$ cat config.mk
export PLATFORM = sky130hd
export DESIGN_NAME = sgm_merge
export DESIGN_NICKNAME = d
export VERILOG_FILES = /design/src/design/sgm_pkg.sv /design/src/design/sgm_merge.sv
export SDC_FILE = /design/constraint.sdc
export NUM_CORES = 1
export LEC_CHECK = 0
export BUFFER_PORTS_ARGS = -buffer_cell sky130_fd_sc_hd__buf_2
export CORE_MARGIN = 8
export CORE_UTILIZATION = 38
export CTS_CLUSTER_SIZE = 28
export DETAILED_ROUTE_END_ITERATION = 8
export PLACE_DENSITY_LB_ADDON = 0.08
export SYNTH_ARGS = -nofsm -noshare
export SYNTH_HDL_FRONTEND = slang
export SYNTH_SLANG_ARGS = --single-unit
export TNS_END_PERCENT = 30
$ cat constraint.sdc
create_clock -name clk -period 0.8 [get_ports clk]
set_input_delay 0.12 -clock clk [delete_from_list [all_inputs] [get_ports clk]]
set_output_delay 0.12 -clock clk [all_outputs]
set_load 0.01 [all_outputs]
$ cat src/design/sgm_pkg.sv
package sgm_pkg;

	// Default capacity of the line stores, in pixels per row.
	localparam int MAX_WIDTH_DEF = 1024;

	// Field widths.
	localparam int PIX_W   = 8;
	localparam int RGB_W   = 24;
	localparam int ROW_W   = 16;
	localparam int CFG_W   = 16;
	localparam int IMG_W_W = 11;

	// Configuration register indexes.
	localparam logic REG_IMAGE_WIDTH  = 1'b0;
	localparam logic REG_IMAGE_HEIGHT = 1'b1;

	localparam logic [IMG_W_W-1:0] IMAGE_WIDTH_RST  = 11'd640;
	localparam logic [ROW_W-1:0]   IMAGE_HEIGHT_RST = 16'd480;

	localparam logic [PIX_W-1:0] MAG_MAX = 8'd255;

	typedef logic [RGB_W-1:0] rgb_t;

	// Eight taps of the 3x3 window; the center tap does not enter Sobel.
	typedef struct packed {
		rgb_t lt;
		rgb_t lm;
		rgb_t lb;
		rgb_t ct;
		rgb_t cb;
		rgb_t rt;
		rgb_t rm;
		rgb_t rb;
	} win_t;

	typedef struct packed {
		logic [PIX_W-1:0] lt;
		logic [PIX_W-1:0] lm;
		logic [PIX_W-1:0] lb;
		logic [PIX_W-1:0] ct;
		logic [PIX_W-1:0] cb;
		logic [PIX_W-1:0] rt;
		logic [PIX_W-1:0] rm;
		logic [PIX_W-1:0] rb;
	} lane_win_t;

	// Tag that travels with a request down the pipeline.
	typedef struct packed {
		logic valid;
		logic last;
	} tag_t;

	// Partial state of the restoring square root.
	typedef struct packed {
		logic [8:0] rem;
		logic [7:0] root;
	} sq_t;

	// One result bit of the restoring square root, two radicand bits in.
	function automatic sq_t isqrt_step(sq_t cur, logic [1:0] pair);
		logic [10:0] r2;
		logic [10:0] trial;
		sq_t nxt;
		r2 = {cur.rem, pair};
		trial = {1'b0, cur.root, 2'b01};
		if (r2 >= trial) begin
			nxt.rem = 9'(r2 - trial);
			nxt.root = {cur.root[6:0], 1'b1};
		end else begin
			nxt.rem = r2[8:0];
			nxt.root = {cur.root[6:0], 1'b0};
		end
		return nxt;
	endfunction

endpackage

$ cat src/design/sgm_merge.sv
module sgm_merge (
	input  logic              clk,
	input  logic              arst_n,
	input  logic              enable,
	input  sgm_pkg::tag_t     tag,
	input  logic [2:0][7:0]   lane_mag,
	input  logic [2:0]        lane_over,
	output logic              out_valid,
	output logic [7:0]        mag_blue,
	output logic [7:0]        mag_green,
	output logic [7:0]        mag_red,
	output logic              saturated,
	output logic              last_of_frame
);
	import sgm_pkg::*;

	logic sat;

	assign sat = |lane_over;

	always_ff @(posedge clk or negedge arst_n) begin
		if (!arst_n) begin
			out_valid <= 1'b0;
		end else if (enable) begin
			out_valid <= tag.valid;
		end
	end

	// Any lane over range forces all three channels to full scale.
	always_ff @(posedge clk) begin
		if (enable) begin
			mag_blue <= sat ? MAG_MAX : lane_mag[0];
			mag_green <= sat ? MAG_MAX : lane_mag[1];
			mag_red <= sat ? MAG_MAX : lane_mag[2];
			saturated <= sat;
			last_of_frame <= tag.last;
		end
	end

endmodule

-- Word level (Yosys, flattened, before mapping)
Index checks and enable logic that the tools add are counted.
- bits in registers: 27
- input bits: 32
- output and inout bits: 27
- word-level logic and storage cells: 7
- reduce and logical (&&, ||, !) cells: 1
- operators by type and width (kind ; number):
    3-bit OR reduction ; 1

-- Longest topological paths before layout
- word-level depth: 1
- gate-level depth with buffers: 2
- depth with buffers taken out: 1

-- Least setup slack after synthesis
Ideal clock, no wire load.
- path type: input-to-reg
- start point: input port lane_over[1]
- end point: register mag_green[0], data pin
- setup time: 272 ps
- data arrival time: 740 ps
- data required time: 528 ps
- slack: -213 ps
- cell stages on the path: 2
- path buffers: 1
- cells stage by stage: buf_2 -> or4_1
- longest elaborated chain between the ends: 1
- RTL lines (item ; line ; source):
    start, declared ; sgm_merge.sv:7 ; input logic [2:0] lane_over,
    3-bit OR reduction ; sgm_merge.sv:19 ; assign sat = |lane_over;
    end signal, assigned ; sgm_merge.sv:33 ; mag_green <= sat ? MAG_MAX : lane_mag[1];
    end, declared ; sgm_merge.sv:10 ; output logic [7:0] mag_green,
No other way between the ends.
A chain may end at the register's enable or synchronous reset.

-- Final worst setup path
- start point: register mag_red[2]
- end point: output port mag_red[2]
- RTL lines (item ; line ; source):
    start, declared ; sgm_merge.sv:11 ; output logic [7:0] mag_red,
    start signal, assigned ; sgm_merge.sv:34 ; mag_red <= sat ? MAG_MAX : lane_mag[2];
No word-level cell between the ends.

==> impl_metrics.ini <==
[outcome]
result_of_the_run = complete, but fails checks
failed_checks = negative setup slack

[die]
initial_core_util_pct = 38.7
floorplan.die.width_um = 68.1
floorplan.core_area_mm2 = 0.00266
row_count = 19
top_level_ports = 59
die-area_mm2 = 0.00464
die-height_um = 68.1

[critical_path]
endpoint_kind = primary output
critical_path_required_ps = 680
highest_net_fanout_along_the_worst_path = 1
timing.critical_path.max_delay_family = flip-flops
setup.worst_path.start = mag_red[2]
critical_path.max_stage_delay_ps = 400
worstSetupPathType = reg -> out
reg2regPathDepth = 1
crit_slowest_cell = edfxtp_1
critPathLaunchType = register
arrival_ps = 860
wp_depth = 1
reg2reg_slack_ps = 60
r2r_start = out_valid
critPathBufInv = 1
timing.rr.end = out_valid
cp_endpoint = mag_red[2]
cp_cell_sequence = buf_2

[clocking]
htree_levels = 1
insertion_delay_to_the_later_sink_of_the_worst_skew_pair_ps = 310
total_cts_buffers = 3
cts_tree = built
clock_path_buffers = 2
numClockSinks = 27
cts_root_buf = clkbuf_4
clk_pin_slew_ps = 130

[timing]
fmaxAchievable_ghz = 1.02
timing.final.setup_violations = 27
final_max_slew_viol_count = 0
finalWorstPathRequiredPeriod_ps = 982
setup_slack_ps = -182
timing.setup.tns_ps = -4260
hold-worst-slack_ps = 34.2
unrepaired_setup_endpoints_after_global_routing = true
skew_ps = 0
tightestPinTransition_ps = 319
worst_slew_margin_rel_pct = 78.8
timing_hold_violations_final = 0
final_worst_path_period_share_pct = 123

[synthesis]
post_synth_num_cell_types = 8
yosysMostFrequentCell = edfxtp_1
synth.cell_area_mm2 = 0.00103
synth_top_cell_by_area = edfxtp_1
syn_area_per_cell_um2 = 17.5
synth-warning-count = 0
synth_xor_xnor_area_share_pct = 0
synth_seq_area_share_pct = 78.2
dominantRegCellSynth = edfxtp_1
postSynthCellCount = 59
synth_seq_cells = 27
synth.net_count = 91
synth_top_family_by_area = simple AND/OR/NAND/NOR gates
post_synth_edffs = 26
synth_top_area_share_pct = 75.7
synthMuxAreaShare_pct = 1.09
synth.area.top_cells = edfxtp_1 (76%), or4_1 (17%), dfrtp_1 (2.4%), mux2_2 (1.1%), buf_2 (0.97%)
synth_compound_area_share_pct = 0
synth.top_cells.by_count = edfxtp_1 (26), or4_1 (24), buf_2 (2), clkbuf_1 (2), clkbuf_2 (2)
synth_adder_area_share_pct = 0
async_reset_ff_share_pct = 3.70
synthSimpleGateAreaFrac_pct = 18.1

[place]
gpl.final_weighted_congestion = 0.651
port_buffers = 58
detailed_place_hpwl_mm = 1.79
placement.setup.worst_slack_ps = -379

[cells_and_area]
layout_area_overhead_pct = 38.1
post_route_cells_drive_above_1_share_pct = 53.8
final_nets = 152
nFillCells = 254
multi_input_gate_area_um2 = 198
insertedDiodeCount = 0
sequential_cell_area_um2 = 806

[drt]
drtPass1Iterations = 2
route.antenna.remaining_nets = 0
initialDrtViolationCount = 25
dr_total_vias = 763
drt_wl_total_mm = 2.41
detail_route.vias_per_cell = 5.09
route.detailed.wl_per_inst_um = 16.1
drc = 0

[power_and_ir_drop]
power_leakage_nw = 0.570
power_density_mw_per_mm2 = 1800
ir_drop_v = 0.00100

[grt]
antenna_found_initial = 0
grt_pass1_vias = 850
grt_start_max_net_pins = 26
grt.overflow.total = 0
grt_usage_pct = 10.6
wire_length_of_the_first_global_routing_pass_mm = 3.82

[flow_run]
maxCapViolations = 0

[hold_path]
holdCritPathClass = in -> reg
## metrics by stage
stage,util [%],std cells,power (mW),area (µm²)
after CTS,53.5,150,2.60,1420
after detailed placement,51.6,144,2.04,1370
after global routing,53.5,150,2.67,1420
after global placement,51.6,144,2.03,1370
final,53.5,150,2.57,1420
after floorplan,-,59,1.83,1060
## sequential cells by signal, indices dropped and copies added, names as in the netlist
signal and count:
out_valid 1, last_of_frame 1, mag_blue 8, saturated 1, mag_red 8, mag_green 8
## placed cells by master (no fill, tap or decap)
master,instances
buf_12,2
buf_2,56
buf_4,2
clkbuf_1,1
clkbuf_4,3
dfrtp_1,1
dlygate4sd3_1,2
edfxtp_1,26
mux2_2,1
or3_1,1
or4_1,24
## repair_timing
action	in CTS	in global routing
endpoints found under the setup margin	31	27
hold endpoints to repair	2	0
pin swaps	0	0
setup buffers	0	0
hold buffers	2	0
resized for setup	2	0
## cell type report
type / count / area share (%)
Multi-Input combinational cell: 26 / 13.9
Timing Repair Buffer: 62 / 25.0
Tap cell: 31 / 2.72
Clock buffer: 4 / 1.85
Sequential cell: 27 / 56.6
## where the power goes
part | internal, mW | total, mW | switching [mW]
Clock | 0.194 | 0.561 | 0.366
Sequential | 1.64 | 1.67 | 0.0222
Combinational | 0.162 | 0.338 | 0.177
## kinds of logic (layout without fill, tap and decap cells)
group	Yosys count	count (layout)
flip-flops	27	27
multiplexers	1	1
buffers and inverters	6	66
AND/OR/NAND/NOR	25	25
## worst min path at each step
stage,end,cells after the start,from,slack [ps]
2_1_floorplan,out_valid,0,arst_n,-180
3_3_place_gp,out_valid,1,arst_n,-110
3_5_place_dp,out_valid,1,arst_n,-100
4_1_cts,out_valid,2,tag[1],20
5_1_grt,out_valid,2,tag[1],30
6_report,out_valid,2,tag[1],30
## layer usage
metal | vias up | wire, µm | GRT usage (%)
li1 | 375 | - | -
met1 | 356 | 955 | 12.3
met2 | 30 | 1250 | 18.6
met3 | 2 | 193 | 2.95
met4 | 0 | 8 | 3.07
met5 | - | 0 | 0
(Power assumes the default switching activity.)
