### config.mk
export PLATFORM = sky130hd
export DESIGN_NAME = sgm_lane
export DESIGN_NICKNAME = d
export VERILOG_FILES = /design/src/design/sgm_pkg.sv /design/src/design/sgm_lane.sv
export SDC_FILE = /design/constraint.sdc
export NUM_CORES = 1
export LEC_CHECK = 0
export ABC_AREA = 1
export BUFFER_PORTS_ARGS = -buffer_cell sky130_fd_sc_hd__buf_2
export CAP_MARGIN = 20
export CORE_MARGIN = 3
export CORE_UTILIZATION = 70
export DETAILED_ROUTE_END_ITERATION = 6
export GPL_ROUTABILITY_DRIVEN = 0
export HOLD_SLACK_MARGIN = 0.08
export PLACE_DENSITY = 0.89
export SLEW_MARGIN = 20
export SYNTH_ARGS = -nofsm -noshare
export SYNTH_HDL_FRONTEND = slang
export SYNTH_SLANG_ARGS = --single-unit
### constraint.sdc
create_clock -name clk -period 10.3 [get_ports clk]
set_clock_uncertainty 0.1 [all_clocks]
set_input_delay 3.09 -clock clk [delete_from_list [all_inputs] [get_ports clk]]
set_output_delay 3.09 -clock clk [all_outputs]
set_load 0.01 [all_outputs]
### src/design/sgm_pkg.sv
package sgm_pkg;

	// Default capacity of the line stores, in pixels per row.
	localparam int MAX_WIDTH_DEF = 1024;

	// Field widths.
	localparam int PIX_W   = 8;
	localparam int RGB_W   = 24;
	localparam int ROW_W   = 16;
	localparam int CFG_W   = 16;
	localparam int IMG_W_W = 11;

	// Configuration register indexes.
	localparam logic REG_IMAGE_WIDTH  = 1'b0;
	localparam logic REG_IMAGE_HEIGHT = 1'b1;

	localparam logic [IMG_W_W-1:0] IMAGE_WIDTH_RST  = 11'd640;
	localparam logic [ROW_W-1:0]   IMAGE_HEIGHT_RST = 16'd480;

	localparam logic [PIX_W-1:0] MAG_MAX = 8'd255;

	typedef logic [RGB_W-1:0] rgb_t;

	// Eight taps of the 3x3 window; the center tap does not enter Sobel.
	typedef struct packed {
		rgb_t lt;
		rgb_t lm;
		rgb_t lb;
		rgb_t ct;
		rgb_t cb;
		rgb_t rt;
		rgb_t rm;
		rgb_t rb;
	} win_t;

	typedef struct packed {
		logic [PIX_W-1:0] lt;
		logic [PIX_W-1:0] lm;
		logic [PIX_W-1:0] lb;
		logic [PIX_W-1:0] ct;
		logic [PIX_W-1:0] cb;
		logic [PIX_W-1:0] rt;
		logic [PIX_W-1:0] rm;
		logic [PIX_W-1:0] rb;
	} lane_win_t;

	// Tag that travels with a request down the pipeline.
	typedef struct packed {
		logic valid;
		logic last;
	} tag_t;

	// Partial state of the restoring square root.
	typedef struct packed {
		logic [8:0] rem;
		logic [7:0] root;
	} sq_t;

	// One result bit of the restoring square root, two radicand bits in.
	function automatic sq_t isqrt_step(sq_t cur, logic [1:0] pair);
		logic [10:0] r2;
		logic [10:0] trial;
		sq_t nxt;
		r2 = {cur.rem, pair};
		trial = {1'b0, cur.root, 2'b01};
		if (r2 >= trial) begin
			nxt.rem = 9'(r2 - trial);
			nxt.root = {cur.root[6:0], 1'b1};
		end else begin
			nxt.rem = r2[8:0];
			nxt.root = {cur.root[6:0], 1'b0};
		end
		return nxt;
	endfunction

endpackage

### src/design/sgm_lane.sv
module sgm_lane (
	input  logic                clk,
	input  logic                enable,
	input  sgm_pkg::lane_win_t  win,
	output logic [7:0]          mag,
	output logic                over
);
	import sgm_pkg::*;

	logic [9:0] sum_l;
	logic [9:0] sum_r;
	logic [9:0] sum_t;
	logic [9:0] sum_b;
	logic signed [10:0] gx_s2;
	logic signed [10:0] gy_s2;
	logic signed [21:0] px2;
	logic signed [21:0] py2;
	logic [19:0] sqx_s3;
	logic [19:0] sqy_s3;
	logic [20:0] sum;
	sq_t hi_st;
	sq_t lo_st;
	sq_t st_s4;
	logic [7:0] low_s4;
	logic over_s4;

	always_comb begin
		sum_l = 10'(win.lt) + {1'b0, win.lm, 1'b0} + 10'(win.lb);
		sum_r = 10'(win.rt) + {1'b0, win.rm, 1'b0} + 10'(win.rb);
		sum_t = 10'(win.lt) + {1'b0, win.ct, 1'b0} + 10'(win.rt);
		sum_b = 10'(win.lb) + {1'b0, win.cb, 1'b0} + 10'(win.rb);
	end

	assign px2 = gx_s2 * gx_s2;
	assign py2 = gy_s2 * gy_s2;
	assign sum = 21'(sqx_s3) + 21'(sqy_s3);

	// Only radicands below 2^16 need a true root; larger ones saturate.
	always_comb begin
		hi_st = '0;
		for (int i = 0; i < 4; i++) begin
			hi_st = isqrt_step(hi_st, sum[15 - 2 * i -: 2]);
		end
	end

	always_comb begin
		lo_st = st_s4;
		for (int i = 0; i < 4; i++) begin
			lo_st = isqrt_step(lo_st, low_s4[7 - 2 * i -: 2]);
		end
	end

	always_ff @(posedge clk) begin
		if (enable) begin
			gx_s2 <= $signed({1'b0, sum_r}) - $signed({1'b0, sum_l});
			gy_s2 <= $signed({1'b0, sum_t}) - $signed({1'b0, sum_b});
			sqx_s3 <= px2[19:0];
			sqy_s3 <= py2[19:0];
			st_s4 <= hi_st;
			low_s4 <= sum[7:0];
			over_s4 <= |sum[20:16];
		end
	end

	assign mag = lo_st.root;
	assign over = over_s4;

endmodule

* Yosys cells after proc, flatten, opt, wreduce, memory -nomap -nowiden
Cells that the tools add are included.
** Word-level totals
- Bits in registers :: 88
- Bits in latches :: 0
- Memory bits (writable) :: 0
- Memory bits (read-only) :: 0
- Input port bits :: 66
- Output and inout port bits :: 9
- Word-level logic and storage cells :: 45
- Memories kept :: 0
** Cells by class
- Add/sub/neg operators :: 18
- Multiply operators :: 2
- Divide/modulo/power cells :: 0
- Order comparisons :: 8
- Eq/ne operators :: 0
- Shifts and indexed selects :: 0
- Mux-type cells :: 8
- Bitwise logic cells :: 0
- Reduce and logical (&&, ||, !) cells :: 1
** Operator list (number)
- 2-to-1 mux 17 bit :: 7
- greater-or-equal comparator 11 x 10 -> 1 bit :: 7
- subtractor 9 bit :: 6
- adder 10 x 8 -> 10 bit :: 4
- adder 8 x 9 -> 10 bit :: 4
- multiplier 11 x 11 -> 20 bit :: 2
- subtractor 10 x 10 -> 11 bit :: 2
- adder 20 x 20 -> 21 bit :: 1
- OR reduction 5 bit :: 1
- subtractor 2 x 1 -> 3 bit (second input constant) :: 1
- greater-or-equal comparator 2 x 1 -> 1 bit (second input constant) :: 1
- 2-to-1 mux 1 bit :: 1

* Depth between registers and ports, before layout
Gate-level depths: netlist of run 1.
- Depth in word-level cells :: 9
- Depth in mapped cells :: 38
- Depth with buffers taken out :: 38

* Worst setup path after synthesis of run 1
Ideal clock, no wire load.
- Kind :: register to output
- From :: register st_s4[2] (netlist bit)
- To :: output port mag[0]
- Data arrival time :: 4.957 ns
- Slack :: 2.153 ns
- Cell stages (with the launch flop) :: 35
- Path buffers :: 0
- Cell sequence :: edfxtp_1 inv_1 ha_1 inv_1 nor2_1 a21oi_4 nand3_4 clkinv_2 nand2_1 o21ai_0 ha_1 inv_1 nor3_1 nand3_1 nand2_1 inv_1 nand3_4 clkinv_1 o21ai_0 ha_1 nand2_1 nor2_1 a211oi_1 nand2_1 nand2_1 nand3_4 o21ai_1 inv_1 ha_1 a21oi_1 o21ai_0 nor4_1 o21ai_1 nand2_1 nand3_1
** RTL lines
- from (decl) :: RTL line sgm_lane.sv:23 : sq_t st_s4;
- from (signal assigned) :: RTL line sgm_lane.sv:59 : st_s4 <= hi_st;
- greater-or-equal comparator 11 x 10 -> 1 bit :: RTL line sgm_pkg.sv:66 : if (r2 >= trial) begin
- 2-to-1 mux 17 bit (3 in a row) :: RTL line sgm_pkg.sv:66
- named net mag[3] :: RTL line sgm_lane.sv:5 : output logic [7:0] mag,
- greater-or-equal comparator 11 x 10 -> 1 bit :: RTL line sgm_pkg.sv:66
- 2-to-1 mux 1 bit :: RTL line sgm_pkg.sv:66
- to (decl) :: RTL line sgm_lane.sv:5
The timed path passes the listed nets, and every way through them passes these cells.

* Final worst setup path of run 1
- From :: register st_s4[1] (netlist bit)
- To :: output port mag[0]
** On the way
- Longest elaborated chain between the ends :: 8
** Ends and longest elaborated chain (RTL line)
- subtractor 9 bit or greater-or-equal comparator 11 x 10 -> 1 bit (tied branches) :: sgm_pkg.sv:67, sgm_pkg.sv:66
- 2-to-1 mux 17 bit * :: sgm_pkg.sv:66
- subtractor 9 bit or greater-or-equal comparator 11 x 10 -> 1 bit (tied branches) :: sgm_pkg.sv:67, sgm_pkg.sv:66
- 2-to-1 mux 17 bit * :: sgm_pkg.sv:66
- subtractor 9 bit or greater-or-equal comparator 11 x 10 -> 1 bit (tied branches) :: sgm_pkg.sv:67, sgm_pkg.sv:66
- 2-to-1 mux 17 bit * :: sgm_pkg.sv:66
- greater-or-equal comparator 11 x 10 -> 1 bit * :: sgm_pkg.sv:66
- 2-to-1 mux 1 bit * :: sgm_pkg.sv:66
Every way passes the cells marked *; elsewhere a longest branch is shown, timed or not.

==> results of run 1 <==
metrics by stage:
step / utilization (%) / cell area, um2 / hold WS (ps) / std cells
global route: 75.8 / 16600 / 459 / 2150
CTS: 75.8 / 16600 / 438 / 2150
floorplan: - / 15700 / 348 / 1809
finish: 75.8 / 16600 / 437 / 2150
global placement: 74.4 / 16300 / 425 / 2136
detailed placement: 74.4 / 16300 / 433 / 2136
path summary, 6_finish.rpt:
kind           endpoint  cells past startpoint
max              mag[0]                     38
min           low_s4[0]                      1
max reg2reg  sqy_s3[19]                     24
min reg2reg   low_s4[0]                      1
flip-flops by register name (all words and copies together) (netlist names):
signal / cells
gy_s2: 11
low_s4: 8
sqx_s3: 19
gx_s2: 11
over: 1
st_s4: 13
sqy_s3: 19
layer usage:
layer | up-vias | wire [um]
met5 | - | 0
met2 | 438 | 18700
met1 | 5745 | 11900
li1 | 5539 | -
met3 | 118 | 2060
met4 | 0 | 1390
Yosys cell counts, types with 3 or more instances:
library cell  instances  area, um2
o21ai_0              40        200
ha_1                163       2040
a21o_1                4       30.0
xor2_1               65        569
o21bai_1              6       45.0
fa_1                254       5080
clkbuf_1             24       90.1
nand2_2              21        131
xnor2_1              31        272
or2_2                 7       43.8
buf_4                 4       30.0
nor2_4                3       33.8
nand2_1             320       1200
edfxtp_1             82       2460
nand4_1              24        150
nand3_2               5       50.1
nand3_4               5       87.6
o211ai_1              3       22.5
nor2_2                7       43.8
nand3_1              42        210
nand2_4               7       78.8
inv_1               499       1870
o31ai_1               4       30.0
inv_2                13       48.8
a21oi_1              75        375
nor2_1               68        255
o21ai_1               4       20.0
nor3_1                7       35.0
cells by family after synthesis:
logic type	Yosys count	synth area share [%]
adders and majority gates	417	45.3
buffers and inverters	542	13.0
and+or+nand+nor	526	15.5
AOI/OAI and AO/OA	145	5.09
DFF	82	15.7
xor gates and xnor gates	97	5.45
layout make-up:
| class | count | area (um2) | share of cell area [%] |
|---|---|---|---|
| repair buffers | 75 | 380 | 2.29 |
| clock buffers | 10 | 229 | 1.38 |
| multi-input cells | 1185 | 11200 | 67.4 |
| well taps | 280 | 350 | 2.11 |
| flip-flops and latches | 82 | 2460 | 14.8 |
| inverters | 514 | 1930 | 11.6 |
| clock inverters | 4 | 68.8 | 0.414 |
==> impl_results.md, run 1 <==
- CTS root buffer: clkbuf_16
- Grt peak-use layer: met2
- Type of origin of the critical path: flop
- Final worst-path cycle share: 92.4%
- Post-synthesis average cell area: 8.69 um2
- H-tree levels: 3
- Hold Crit Start: sqy_s3[0]
- Worst Path Max Fanout: 12
- Status: finished clean
- Die height: 156 um
- IO Port Bufs: 74
- Worst R2R Setup Slack: 4140 ps
- Slew headroom: 49.0%
- Top Ports: 75
- Met3 usage: 5.38%
- Clock tree buffer depth: 2
- Clk Latency, worst-skew pair: 350 ps
- Via density: 5.51
- Drt pass-1 iters: 5
- Slew Limit Fails: 0
- Source of the critical timing path: st_s4[1]
- Initial core utilization: 71.6%
- WP buf/inv: 7
- Minimum clock period: 9510 ps
- Remaining antenna violation count: 0
- Final Hold Fails: 0
- TritonCTS Buffers: 9
- Unrepaired setup endpoints after global routing: no
- Final setup margin: 786 ps
- Via Count: 11,800
- GR Util met2: 55.9%
- DIE AREA: 24,300 um2
- Met1 Usage GRT: 31.9%
- Area Overhead vs Synth: 5.78%
- Area of the mapped netlist: 15,700 um2
- Distinct cells, synth: 46
- First-pass GRT wire length: 57,800 um
- Share of cells above drive strength 1: 8.77%
- Worst slew pin tran: 764 ps
- CTS tree: built
- Setup_tns: 0 ps
- Post-CTS Setup Inserts: 0
- Largest net degree at the start of global routing: 63
- Max-cap violation count: 0
- Hold crit path type: flop to flop
- # resized after CTS: 0
- Core Region: 22,000 um2
- Max Fclk: 105 MHz
- Synth Register Bits: 82
- CP dominant cell by count: nand2_1
- Cell family with most CP delay: simple AND/OR/NAND/NOR gates
- DR DRC count: 0
- Initial antenna violation count: 0
- FF-to-FF Start: gy_s2[7]
- Clock Sink Count: 82
- NumNets Final: 2,350
- Commonest non-fill, non-tap cells in the layout: 499 x inv_1, 320 x nand2_1, 254 x fa_1, 163 x ha_1, 82 x edfxtp_1
- Chip width: 156 um
- Drt initial violations: 751
- Worst slack, placed: 1310 ps
- Row count: 54
- Tot GR Track Use: 29.5%
- Max stage delay on crit path: 430 ps
- WL/cell: 15.9 um
- Routed WL: 34,100 um
- Syn_nets: 2,292
- Ys Warns: 0
- Arrival @ worst endpoint: 6320 ps
- Most common cell after layout, fill and taps aside: inv_1
- # diodes: 0
- Hold buffer count at CTS: 0
- Post-Syn Instances: 1,809
- Worst Path Required: 7110 ps
- Predominant post-synthesis flop cell: edfxtp_1
- EDFF count, synth: 82
- Crit Path Category: flop to primary output
- Slowest cell on crit path: ha_1
- Seq/Total Area, Yosys: 15.7%
- Fillers: 1,403
- # setup viols final: 0
- GR Overflow Total: 0
- HPWL Detailed: 28,100 um
- Vias in the first global route: 13,100
- Clock Pin Slew Worst Setup and Hold Paths: 60 ps
- Crit end category: primary output
- Ys async rst share: 0%
Power of run 1 is not shown: default switching activity piles up to over one toggle a cycle in this logic, so the estimate is an artifact.
==> inputs of run 2 (changes only) <==
--- a/config.mk
+++ b/config.mk
@@ -13,6 +13,7 @@
 export DETAILED_ROUTE_END_ITERATION = 6
 export GPL_ROUTABILITY_DRIVEN = 0
 export HOLD_SLACK_MARGIN = 0.08
+export MAX_ROUTING_LAYER = met4
 export PLACE_DENSITY = 0.89
 export SLEW_MARGIN = 20
 export SYNTH_ARGS = -nofsm -noshare
==> run 2 against run 1 <==
Net effect:
- worst hold slack hardly changed
- first-iteration DRC count is 1.7% higher
- non-clock buffer count stayed put
- via count is 0.33% higher
- fmax is 0.50% higher
- critical path depth stayed put
- sequential share of layout area stayed put
- sequential cell count stayed put
- routed wire length hardly changed
- final cell count stayed put
- critical endpoint unchanged
==> impl_results.md, run 2 (synthesis gave the netlist of run 1 again) <==
- Remaining antenna violation count: 0 (unchanged)
- Final worst-path cycle share: 91.9% (-0.46 points)
- Clock Pin Slew Worst Setup and Hold Paths: 60 ps (about the same)
- Clock Sink Count: 82 (unchanged)
- Via density: 5.53 (+0.33%)
- Clk Latency, worst-skew pair: 350 ps (about the same)
- Worst Path Max Fanout: 12 (unchanged)
- Met1 Usage GRT: 32.1% (+0.15 points)
- H-tree levels: 3 (unchanged)
- Cell family with most CP delay: simple AND/OR/NAND/NOR gates
- Arrival @ worst endpoint: 6280 ps (-40 ps)
- Hold buffer count at CTS: 0 (unchanged)
- Vias in the first global route: 13,100 (+0.13%)
- Most common cell after layout, fill and taps aside: inv_1
- Drt pass-1 iters: 5 (unchanged)
- Area Overhead vs Synth: 5.78% (unchanged)
- Setup_tns: 0 ps (unchanged)
- Largest net degree at the start of global routing: 63 (unchanged)
- First-pass GRT wire length: 57,800 um (about the same)
- Worst slew pin tran: 785 ps (+20.6 ps)
- Slew Limit Fails: 0 (unchanged)
- Chip width: 156 um (unchanged)
- DIE AREA: 24,300 um2 (unchanged)
- Hold crit path type: flop to flop
- Post-CTS Setup Inserts: 0 (unchanged)
- HPWL Detailed: 28,100 um (unchanged)
- Max Fclk: 106 MHz (+0.50%)
- Drt initial violations: 764 (+1.7%)
- Die height: 156 um (unchanged)
- NumNets Final: 2,350 (unchanged)
- Slowest cell on crit path: ha_1
- WP buf/inv: 7 (unchanged)
- Minimum clock period: 9470 ps (-47.5 ps)
- Share of cells above drive strength 1: 8.77% (unchanged)
- # diodes: 0 (unchanged)
- Initial antenna violation count: 0 (unchanged)
- Met3 usage: 5.24% (-0.14 points)
- Slew headroom: 47.7% (-1.4 points)
- # resized after CTS: 0 (unchanged)
- Routed WL: 34,100 um (about the same)
- Clock tree buffer depth: 2 (unchanged)
- Crit end category: primary output
- Core Region: 22,000 um2 (unchanged)
- Worst Path Required: 7110 ps (about the same)
- Commonest non-fill, non-tap cells in the layout: 499 x inv_1, 320 x nand2_1, 254 x fa_1, 163 x ha_1, 82 x edfxtp_1
- Initial core utilization: 71.6% (unchanged)
- GR Util met2: 55.9% (-0.062 points)
- CTS tree: built
- Type of origin of the critical path: flop
- Max-cap violation count: 0 (unchanged)
- GR Overflow Total: 0 (unchanged)
- Unrepaired setup endpoints after global routing: no
- Top Ports: 75 (unchanged)
- CP dominant cell by count: nand2_1
- Via Count: 11,900 (+0.33%)
- Max stage delay on crit path: 420 ps (about the same)
- Crit Path Category: flop to primary output
- Tot GR Track Use: 30.5% (+0.94 points)
- Grt peak-use layer: met2
- Final Hold Fails: 0 (unchanged)
- TritonCTS Buffers: 9 (unchanged)
- Status: finished clean
- WL/cell: 15.9 um (about the same)
- CTS root buffer: clkbuf_16
- DR DRC count: 0 (unchanged)
- IO Port Bufs: 74 (unchanged)
- # setup viols final: 0 (unchanged)
- Biggest regs: sqx_s3 x19, sqy_s3 x19, st_s4 x13
- Row count: 54 (unchanged)
run 2: per-stage QoR:
stage	hold slack, ps	setup slack [ps]	utilization (%)	cells	area, um2
finish	438	833	75.8	2150	16600
global placement	425	1580	74.4	2136	16300
CTS	438	941	75.8	2150	16600
global route	459	84.4	75.8	2150	16600
detailed placement	433	1310	74.4	2136	16300
floorplan	348	2150	-	1809	15700
run 2: metal layers:
| layer | vias up | wire (um) | part of all wire, % |
|---|---|---|---|
| met2 | 434 | 18700 | 55 |
| li1 | 5543 | - | - |
| met3 | 129 | 1890 | 5.5 |
| met4 | 0 | 1460 | 4.3 |
| met1 | 5773 | 12000 | 35 |
| met5 | - | 0 | 0 |
run 2: area by class of cell:
cell class	instances	area, um2
multi-input cells	1185	11200
fillers	1403	5320
flip-flops and latches	82	2460
inverters	514	1930
repair buffers	75	380
well taps	280	350
clock buffers	10	229
clock inverters	4	68.8
run 2: worst paths after layout:
check	start	endpoint	slack (ps)	depth (start not counted)
worst max-delay path	st_s4[1]	mag[0]	830	38
worst min-delay path	sqy_s3[0]	low_s4[0]	440	1
worst max register to register	gy_s2[7]	sqy_s3[19]	4150	24
worst min register to register	sqy_s3[0]	low_s4[0]	440	1
Power of run 2 is left out for the same reason.
==> inputs of run 3 (changes only) <==
--- a/config.mk
+++ b/config.mk
@@ -8,13 +8,16 @@
 export ABC_AREA = 1
 export BUFFER_PORTS_ARGS = -buffer_cell sky130_fd_sc_hd__buf_2
 export CAP_MARGIN = 20
+export CELL_PAD_IN_SITES_DETAIL_PLACEMENT = 0
+export CELL_PAD_IN_SITES_GLOBAL_PLACEMENT = 1
 export CORE_MARGIN = 3
-export CORE_UTILIZATION = 70
+export CORE_UTILIZATION = 54
+export CTS_CLUSTER_SIZE = 25
 export DETAILED_ROUTE_END_ITERATION = 6
 export GPL_ROUTABILITY_DRIVEN = 0
 export HOLD_SLACK_MARGIN = 0.08
 export MAX_ROUTING_LAYER = met4
-export PLACE_DENSITY = 0.89
+export PLACE_DENSITY_LB_ADDON = 0.1
 export SLEW_MARGIN = 20
 export SYNTH_ARGS = -nofsm -noshare
 export SYNTH_HDL_FRONTEND = slang
==> run 3 against run 2 <==
Net effect:
- critical path depth unchanged
- global-route usage shrank 8.0 points
- fmax increased by 1.5%
- highest routed layer unchanged
- sequential cell count unchanged
- cell area rose by 0.86%
- critical path type unchanged
==> impl_results.md, run 3 (synthesis gave the netlist of run 1 again) <==
- Status: finished clean
- Die height: 177 um (+13%)
- Register-to-Register Path Depth: 22 (-8.3%)
- Slew Limit Fails: 0 (unchanged)
- Clock tree buffer depth: 2 (unchanged)
- Worst slew pin tran: 742 ps (-42.7 ps)
- Chip width: 177 um (+13%)
- Arrival @ worst endpoint: 6130 ps (-150 ps)
- TritonCTS Buffers: 9 (unchanged)
- Biggest regs: sqx_s3 x19, sqy_s3 x19, st_s4 x13
- Crit end category: primary output
- Tot GR Track Use: 22.4% (-8.0 points)
- Worst R2R Setup Slack: 4290 ps (+140 ps)
- Reg-to-reg endpoint: sqy_s3[19]
- IO Port Bufs: 74 (unchanged)
- WL/cell: 14.0 um (-12%)
- Source of the critical timing path: st_s4[3]
- CTS root buffer: clkbuf_16
- Via density: 4.98 (-9.8%)
- Worst Path Required: 7110 ps (about the same)
- Remaining antenna violation count: 0 (unchanged)
- Initial antenna violation count: 2 (+2)
- # setup viols final: 0 (unchanged)
- HPWL Detailed: 27,400 um (-2.3%)
- CP dominant cell by count: nand2_1
- Slowest cell on crit path: ha_1
- Final worst-path cycle share: 90.5% (-1.4 points)
- # resized after CTS: 0 (unchanged)
- Unrepaired setup endpoints after global routing: no
- GR Overflow Total: 0 (unchanged)
- First-pass GRT wire length: 55,300 um (-4.4%)
- H-tree levels: 3 (unchanged)
- Slew headroom: 50.5% (+2.8 points)
- Clk Latency, worst-skew pair: 340 ps (about the same)
- Post-CTS Setup Inserts: 0 (unchanged)
- Max Fclk: 107 MHz (+1.5%)
- Clock Pin Slew Worst Setup and Hold Paths: 60 ps (about the same)
- Area Overhead vs Synth: 6.68%
- FF-to-FF Start: gy_s2[2]
- DIE AREA: 31,200 um2 (+28%)
- Hold buffer count at CTS: 0 (unchanged)
- Setup_tns: 0 ps (unchanged)
- Drt pass-1 iters: 5 (unchanged)
- Drt initial violations: 579 (-24%)
- Worst Path Max Fanout: 12 (unchanged)
- Final Hold Fails: 0 (unchanged)
- Vias in the first global route: 12,000 (-8.8%)
- Max-cap violation count: 0 (unchanged)
- Clock Sink Count: 82 (unchanged)
- Initial core utilization: 55.7% (-16 points)
- CP endpoint: mag[0]
- Commonest non-fill, non-tap cells in the layout: 499 x inv_1, 320 x nand2_1, 254 x fa_1, 163 x ha_1, 82 x edfxtp_1
- Hold crit path type: flop to flop
- Core Region: 28,200 um2 (+29%)
- Top Ports: 75 (unchanged)
- Max stage delay on crit path: 400 ps (-20 ps)
- Routed WL: 31,600 um (-7.4%)
- Via Count: 11,200 (-5.5%)
- NumNets Final: 2,350 (unchanged)
- Largest net degree at the start of global routing: 59 (-6.3%)
- DR DRC count: 0 (unchanged)
- Row count: 61 (+13%)
- Share of cells above drive strength 1: 8.87% (+0.097 points)
- Crit Path Category: flop to primary output
- Most common cell after layout, fill and taps aside: inv_1
- Type of origin of the critical path: flop
- CTS tree: built
- Minimum clock period: 9320 ps (-144 ps)
[run 3: cell count changes in the layout (fill, tap and decap cells not counted)]
cell	change
clkinv_2	+1
clkinvlp_4	+1
diode_2	+3
[run 3: area by class of cell]
class	count	area [um2]
sequential	82	2460
timing repair buffer	75	380
inverter	514	1930
antenna	3	7.51
clock buffer	10	229
tap	378	473
fill	2616	11500
multi-input combinational	1185	11200
clock inverter	6	81.3
[run 3: how the worst min path moves through the flow]
stage	slack (ps)	startpoint	cells after the start	end
floorplan	350	gx_s2[0]	0	sqx_s3[0]
global placement	420	sqy_s3[2]	1	low_s4[2]
detailed placement	430	sqy_s3[2]	1	low_s4[2]
CTS	440	sqy_s3[2]	1	low_s4[2]
global route	470	sqy_s3[0]	1	low_s4[0]
finish	440	sqy_s3[2]	1	low_s4[2]
[run 3: layer usage]
layer	track usage (%)	vias up	routed length (um)
li1	-	5556	-
met1	27.0	5427	13200
met2	40.3	207	16500
met3	3.56	37	1340
met4	4.32	0	478
met5	-	-	0
[run 3: metrics by stage]
stage	hold slack [ps]	instances	instance area, um2	setup WS [ps]	utilization [%]
finish	438	2253	16800	977	59.4
global route	470	2252	16800	279	59.4
CTS	445	2250	16800	954	59.4
detailed placement	431	2234	16500	1350	58.3
global placement	423	2234	16500	1470	58.3
floorplan	348	1809	15700	2150	-
[run 3: critical path: cells and delay by family (launching register included)]
kind / cells / cell delay [ps]
AO/OA/AOI/OAI: 6 / 880
buffers and inverters: 8 / 1040
adder cells (fa/ha/maj): 4 / 1410
AND/OR/NAND/NOR: 20 / 2070
flip-flops: 1 / 350
Power of run 3 is left out for the same reason.
